===== src/twh_pkg.sv =====
// ----------------------------------------------------------------------------
// twh_pkg: shared definitions for the topmost window hit test
// Field widths and offsets of the stream items, command codes, controller
// states and the control group passed to the evaluation stage.
// ----------------------------------------------------------------------------
package twh_pkg;

	// Field widths of the stream items.
	localparam int IDX_W      = 8;
	localparam int IN_COORD_W = 12;
	localparam int PRIO_W     = 16;
	localparam int SKIP_W     = 9;
	localparam int OUT_W      = 8;

	// Input tdata layout, lowest bit first.
	localparam int OFS_INDEX  = 0;
	localparam int OFS_POS_X  = OFS_INDEX + IDX_W;
	localparam int OFS_POS_Y  = OFS_POS_X + IN_COORD_W;
	localparam int OFS_WIDTH  = OFS_POS_Y + IN_COORD_W;
	localparam int OFS_HEIGHT = OFS_WIDTH + IN_COORD_W;
	localparam int OFS_PRIO   = OFS_HEIGHT + IN_COORD_W;
	localparam int S_TDATA_W  = OFS_PRIO + PRIO_W;

	// Reset value of the skipped index: names no entry.
	localparam logic [SKIP_W-1:0] SKIP_NONE = 9'd256;

	// Command carried in tuser.
	localparam logic CMD_WRITE = 1'b0;
	localparam logic CMD_QUERY = 1'b1;

	typedef enum logic [2:0] {
		ST_CLEAR,
		ST_IDLE,
		ST_SCAN,
		ST_DRAIN,
		ST_FINISH
	} state_t;

	// Control towards the evaluation stage.
	typedef struct packed {
		logic clear;   // start of a query: reset best priority and winner
		logic valid;   // table read data is present this cycle
	} eval_ctl_t;

endpackage


===== src/twh_eval.sv =====
// ----------------------------------------------------------------------------
// twh_eval: per-entry coverage test and running winner
// Tests one table entry a cycle against the query point and keeps the best
// priority and the index that holds it.
// ----------------------------------------------------------------------------
module twh_eval #(
	parameter int CW = 12,
	parameter int AW = 8
) (
	input  logic                       clk,
	input  logic                       arst_n,
	input  twh_pkg::eval_ctl_t         ctl,
	input  logic [AW-1:0]              idx_s1,
	input  logic [4*CW+twh_pkg::PRIO_W-1:0] entry,
	input  logic [CW-1:0]              point_x,
	input  logic [CW-1:0]              point_y,
	input  logic [twh_pkg::SKIP_W-1:0] skipped,
	output logic [AW-1:0]              found
);

	logic        [CW-1:0]               left, top, wid, hgt;
	logic signed [twh_pkg::PRIO_W-1:0]  prio;
	logic        [CW:0]                 right_edge, bottom_edge;
	logic                               covers, skip, hit;
	logic signed [twh_pkg::PRIO_W-1:0]  best_q;
	logic        [AW-1:0]               found_q;

	assign left   = entry[0*CW +: CW];
	assign top    = entry[1*CW +: CW];
	assign wid    = entry[2*CW +: CW];
	assign hgt    = entry[3*CW +: CW];
	assign prio   = signed'(entry[4*CW +: twh_pkg::PRIO_W]);

	// Edges are formed one bit wider so that they cannot wrap.
	assign right_edge  = {1'b0, left} + {1'b0, wid};
	assign bottom_edge = {1'b0, top} + {1'b0, hgt};

	assign covers = (left <= point_x) && (top <= point_y) &&
	                (right_edge > {1'b0, point_x}) && (bottom_edge > {1'b0, point_y});
	assign skip   = (32'(idx_s1) == 32'(skipped));
	// The best priority starts at zero, so a window with a negative priority never wins.
	assign hit    = ctl.valid && !skip && covers && (prio >= best_q);

	always_ff @(posedge clk or negedge arst_n) begin
		if (!arst_n) begin
			best_q  <= '0;
			found_q <= '0;
		end else if (ctl.clear) begin
			best_q  <= '0;
			found_q <= '0;
		end else if (hit) begin
			best_q  <= prio;
			found_q <= idx_s1;
		end
	end

	assign found = found_q;

endmodule


===== config.mk =====
export PLATFORM = sky130hd
export DESIGN_NAME = twh_eval
export DESIGN_NICKNAME = d
export VERILOG_FILES = /design/src/twh_pkg.sv /design/src/twh_eval.sv
export SDC_FILE = /design/constraint.sdc
export NUM_CORES = 1
export LEC_CHECK = 0
export ABC_AREA = 1
export BUFFER_PORTS_ARGS = -buffer_cell sky130_fd_sc_hd__buf_2
export CAP_MARGIN = 20
export CORE_AREA = 2 2 87 89
export CTS_BUF_LIST = sky130_fd_sc_hd__clkbuf_8 sky130_fd_sc_hd__clkbuf_16
export DETAILED_ROUTE_END_ITERATION = 10
export DIE_AREA = 0 0 89 91
export PLACE_DENSITY = 0.87
export REMOVE_ABC_BUFFERS = 1
export SLEW_MARGIN = 30
export SYNTH_ARGS = -nofsm -noshare
export SYNTH_HDL_FRONTEND = slang
export SYNTH_SLANG_ARGS = --single-unit

===== constraint.sdc =====
create_clock -name clk -period 3.17 [get_ports clk]
set_input_delay 0.1585 -clock clk [delete_from_list [all_inputs] [get_ports clk]]
set_output_delay 0.1585 -clock clk [all_outputs]
set_load 0.02 [all_outputs]

==> impl_metrics.py <==
metrics = {
    "run_status": {
        "status": "finished, final reports clean",
    },
    "sta": {
        "finalSetupTns_ns": 0,
        "worst_pin_slew_ns": 0.886,
        "min_period_over_period_pct": 89.9,
        "rsz0062_at_grt": "no",
        "fmax_ghz": 0.351,
        "finalSetupViolCount": 0,
        "finalCriticalPeriod_ns": 2.85,
        "slew_headroom_pct": 40.9,
        "finalClockSkew_ns": 0.00526,
        "hold_viol_final": 0,
        "slew_violations": 0,
    },
    "synthesis": {
        "synth_edf_count": 0,
        "yosys.area_share.simple_pct": 32.9,
        "synth_compound_area_share_pct": 8.72,
        "synth_mux_area_share_pct": 0,
        "yosys_warnings": 0,
        "async_flop_share_pct": 100,
        "synth-seq-cells": 24,
        "synth.distinct_cells": 33,
        "synth_xor_area_share_pct": 4.23,
        "yosysTopAreaCellShare_pct": 26.6,
        "synth_adder_area_share_pct": 27.5,
        "ys_top_cells_by_area": "ha_1, dfrtp_1, nand2_1, inv_1, nand3_2",
        "synth_area_um2": 4150,
        "yosysSeqAreaShare_pct": 14.5,
        "syn_inst": 593,
        "synth_top_family_by_area": "simple AND/OR/NAND/NOR gates",
        "avgSynthCellArea_um2": 6.99,
        "synth_flop_cell": "dfrtp_1",
        "yosys.area.top_type": "ha_1",
    },
    "setup_path": {
        "worstSetupPathType": "input port to flop",
        "startpoint_type": "input port",
        "worst_path_most_repeated_cell": "nor2_1",
        "arrival_ns": 3.01,
        "worstPathRequired_ns": 3.33,
        "cp_max_fo": 11,
        "max_stage_delay_ns": 0.42,
        "crit_family": "simple AND/OR/NAND/NOR gates",
        "critical_path.cell_chain": "buf_2 > ha_1 > inv_1 > fa_1 > o21ai_2 > a21oi_1 > nor2_1 > nor2_1 > xnor2_1 > ha_1 > nand2_1 > nor2_1 > nand2_1 > nor2_1 > nand4_2 > inv_2 > nor2_4 > nand3_2 > nor2_4 > buf_12 > nand3_1 > nand2_1",
        "worst_path_max_delay_cell": "fa_1",
        "path_buf_inv": 4,
        "endpoint_kind": "flop",
    },
    "die": {
        "ios": 117,
        "rows": 31,
        "die_w_um": 89,
        "initial_core_util_pct": 58.1,
        "die-area_um2": 8100,
        "core-area_um2": 7140,
        "die_h_um": 91,
    },
    "cells_and_area": {
        "n_antenna_cell": 0,
        "mostFrequentLayoutCell": "nand2_1",
        "layout_common_cells": "nand2_1, buf_2, inv_1",
        "drive_gt1_share_pct": 24.7,
        "n_fill_cell": 645,
        "syn2layout_area_growth_pct": 19.1,
        "stdcell_area_um2": 4940,
        "fin_nets": 913,
    },
    "grt": {
        "antenna_found_initial": 0,
        "grt_pass1_vias": 4063,
        "grt_usage_pct": 23.9,
        "grt_max_degree": 26,
        "grt_pass1_wl_um": 16300,
        "grt_overflow": 0,
    },
    "min_path": {
        "hold_class": "input port to flop",
    },
    "pwr": {
        "ir_drop_mv": 0.161,
        "p_leak_nw": 2.94,
        "pwr_density_cell_nw_per_um2": 265,
    },
    "clocking": {
        "cts.sink_count": 24,
        "htree_levels": 1,
        "clkLatencyLatePin_ns": 0.27,
        "clk_pin_slew_ns": 0.08,
        "cts_root_buffer": "clkbuf_8",
        "cts_buffer_depth": 2,
        "cts_buffers": 3,
        "cts_tree": "built",
    },
    "routing": {
        "avgRoutedWirePerCell_um": 12.3,
        "drtIter0Drc": 121,
        "wl_um": 9970,
        "viasPerCell": 5.16,
        "firstDrtPassIters": 4,
        "vias": 4193,
        "post-route-drc-count": 0,
        "ant_nets": 0,
    },
    "placed_design": {
        "dpl_cell_area_um2": 4820,
        "place_congestion": 0.958,
        "io_buffers": 116,
        "hpwlAfterDp_um": 8330,
    },
    "run": {
        "drv_cap": 0,
    },
}
## path summary, 6_finish.rpt
| check | start | endpoint | slack, ns | depth (start not counted) |
|---|---|---|---|---|
| min | entry[48] | best_q[0] | 0.14 | 3 |
| max in group asynchronous | arst_n | best_q[9] | 2.38 | 2 |
| min in group asynchronous | arst_n | best_q[8] | 0.42 | 2 |
| min reg2reg | best_q[11] | best_q[11] | 0.51 | 2 |
| max | entry[0] | best_q[15] | 0.32 | 22 |
| max reg2reg | best_q[15] | best_q[4] | 0.95 | 14 |
## power breakdown
| part | internal, W | leakage [nW] | switching (W) |
|---|---|---|---|
| clock | 0.000169 | 0.0357 | 0.000104 |
| combinational | 0.000303 | 2.57 | 0.000413 |
| sequential | 0.000315 | 0.334 | 0.00000649 |
| total | 0.000787 | 2.94 | 0.000523 |
## worst register-to-register path, delay by kind of cell (launching register included)
kind | cells | cell delay [ns]
adder cells (fa/ha/maj) | 1 | 0.33
AND/OR/NAND/NOR | 10 | 1.10
buffers and inverters | 3 | 0.33
flip-flops | 1 | 0.37
## repair_timing
item | 4_1_cts | 5_1_grt
hold buffers | 1 | 0
setup buffers | 0 | 1
hold endpoints to repair | 24 | 0
endpoints found under the setup margin | 0 | 24
gates resized for setup | 0 | 2
## layout make-up
| class | count | area, µm² | area share (%) |
|---|---|---|---|
| clock buffers | 3 | 41.3 | 0.836 |
| clock inverters | 1 | 30.0 | 0.608 |
| inverters | 107 | 402 | 8.13 |
| multi-input cells | 454 | 3060 | 62.0 |
| flip-flops and latches | 24 | 601 | 12.2 |
| well taps | 99 | 124 | 2.51 |
| repair buffers | 124 | 681 | 13.8 |
## cells by family after synthesis
logic type | Yosys count
simple gates | 279
fa+ha+maj | 90
xor+xnor | 20
buf+inv | 116
flops | 24
compound gates | 64
## cells in the mapped netlist (3+ instances only)
cell / number
nand3_1: 43
o21ai_0: 8
xnor2_1: 12
nand2_2: 3
nand3_2: 24
nor2_1: 40
inv_1: 102
xor2_1: 8
a21o_1: 5
a21oi_1: 37
dfrtp_1: 24
a31oi_1: 4
inv_2: 5
nor2_2: 4
nor3_1: 3
buf_6: 6
ha_1: 88
o21ai_1: 5
nand2_1: 144
nand4_1: 8
## stage by stage
step	util, %	worst slack, ns	std cells	total power (W)	hold WS [ns]
after floorplan	-	0.380	584	0.000813	-0.137
after global placement	67.5	0.0873	805	0.00100	0.163
after detailed placement	67.5	-0.0696	805	0.00103	0.181
after CTS	68.7	0.209	810	0.00130	0.140
after global routing	69.2	0.0548	812	0.00143	0.146
final	69.2	0.321	812	0.00131	0.139
## routing by layer
metal | vias up | global-route usage, % | share of wire, %
li1 | 2162 | - | -
met1 | 1898 | 28.9 | 43
met2 | 116 | 44.7 | 51
met3 | 17 | 1.73 | 4.6
met4 | 0 | 5.72 | 1.7
met5 | - | 0 | 0
## registers in the layout, indices dropped and copies added, names as in the netlist
signal,flops
best_q,16
found,8
No activity file was read; power rests on OpenSTA's default activity.
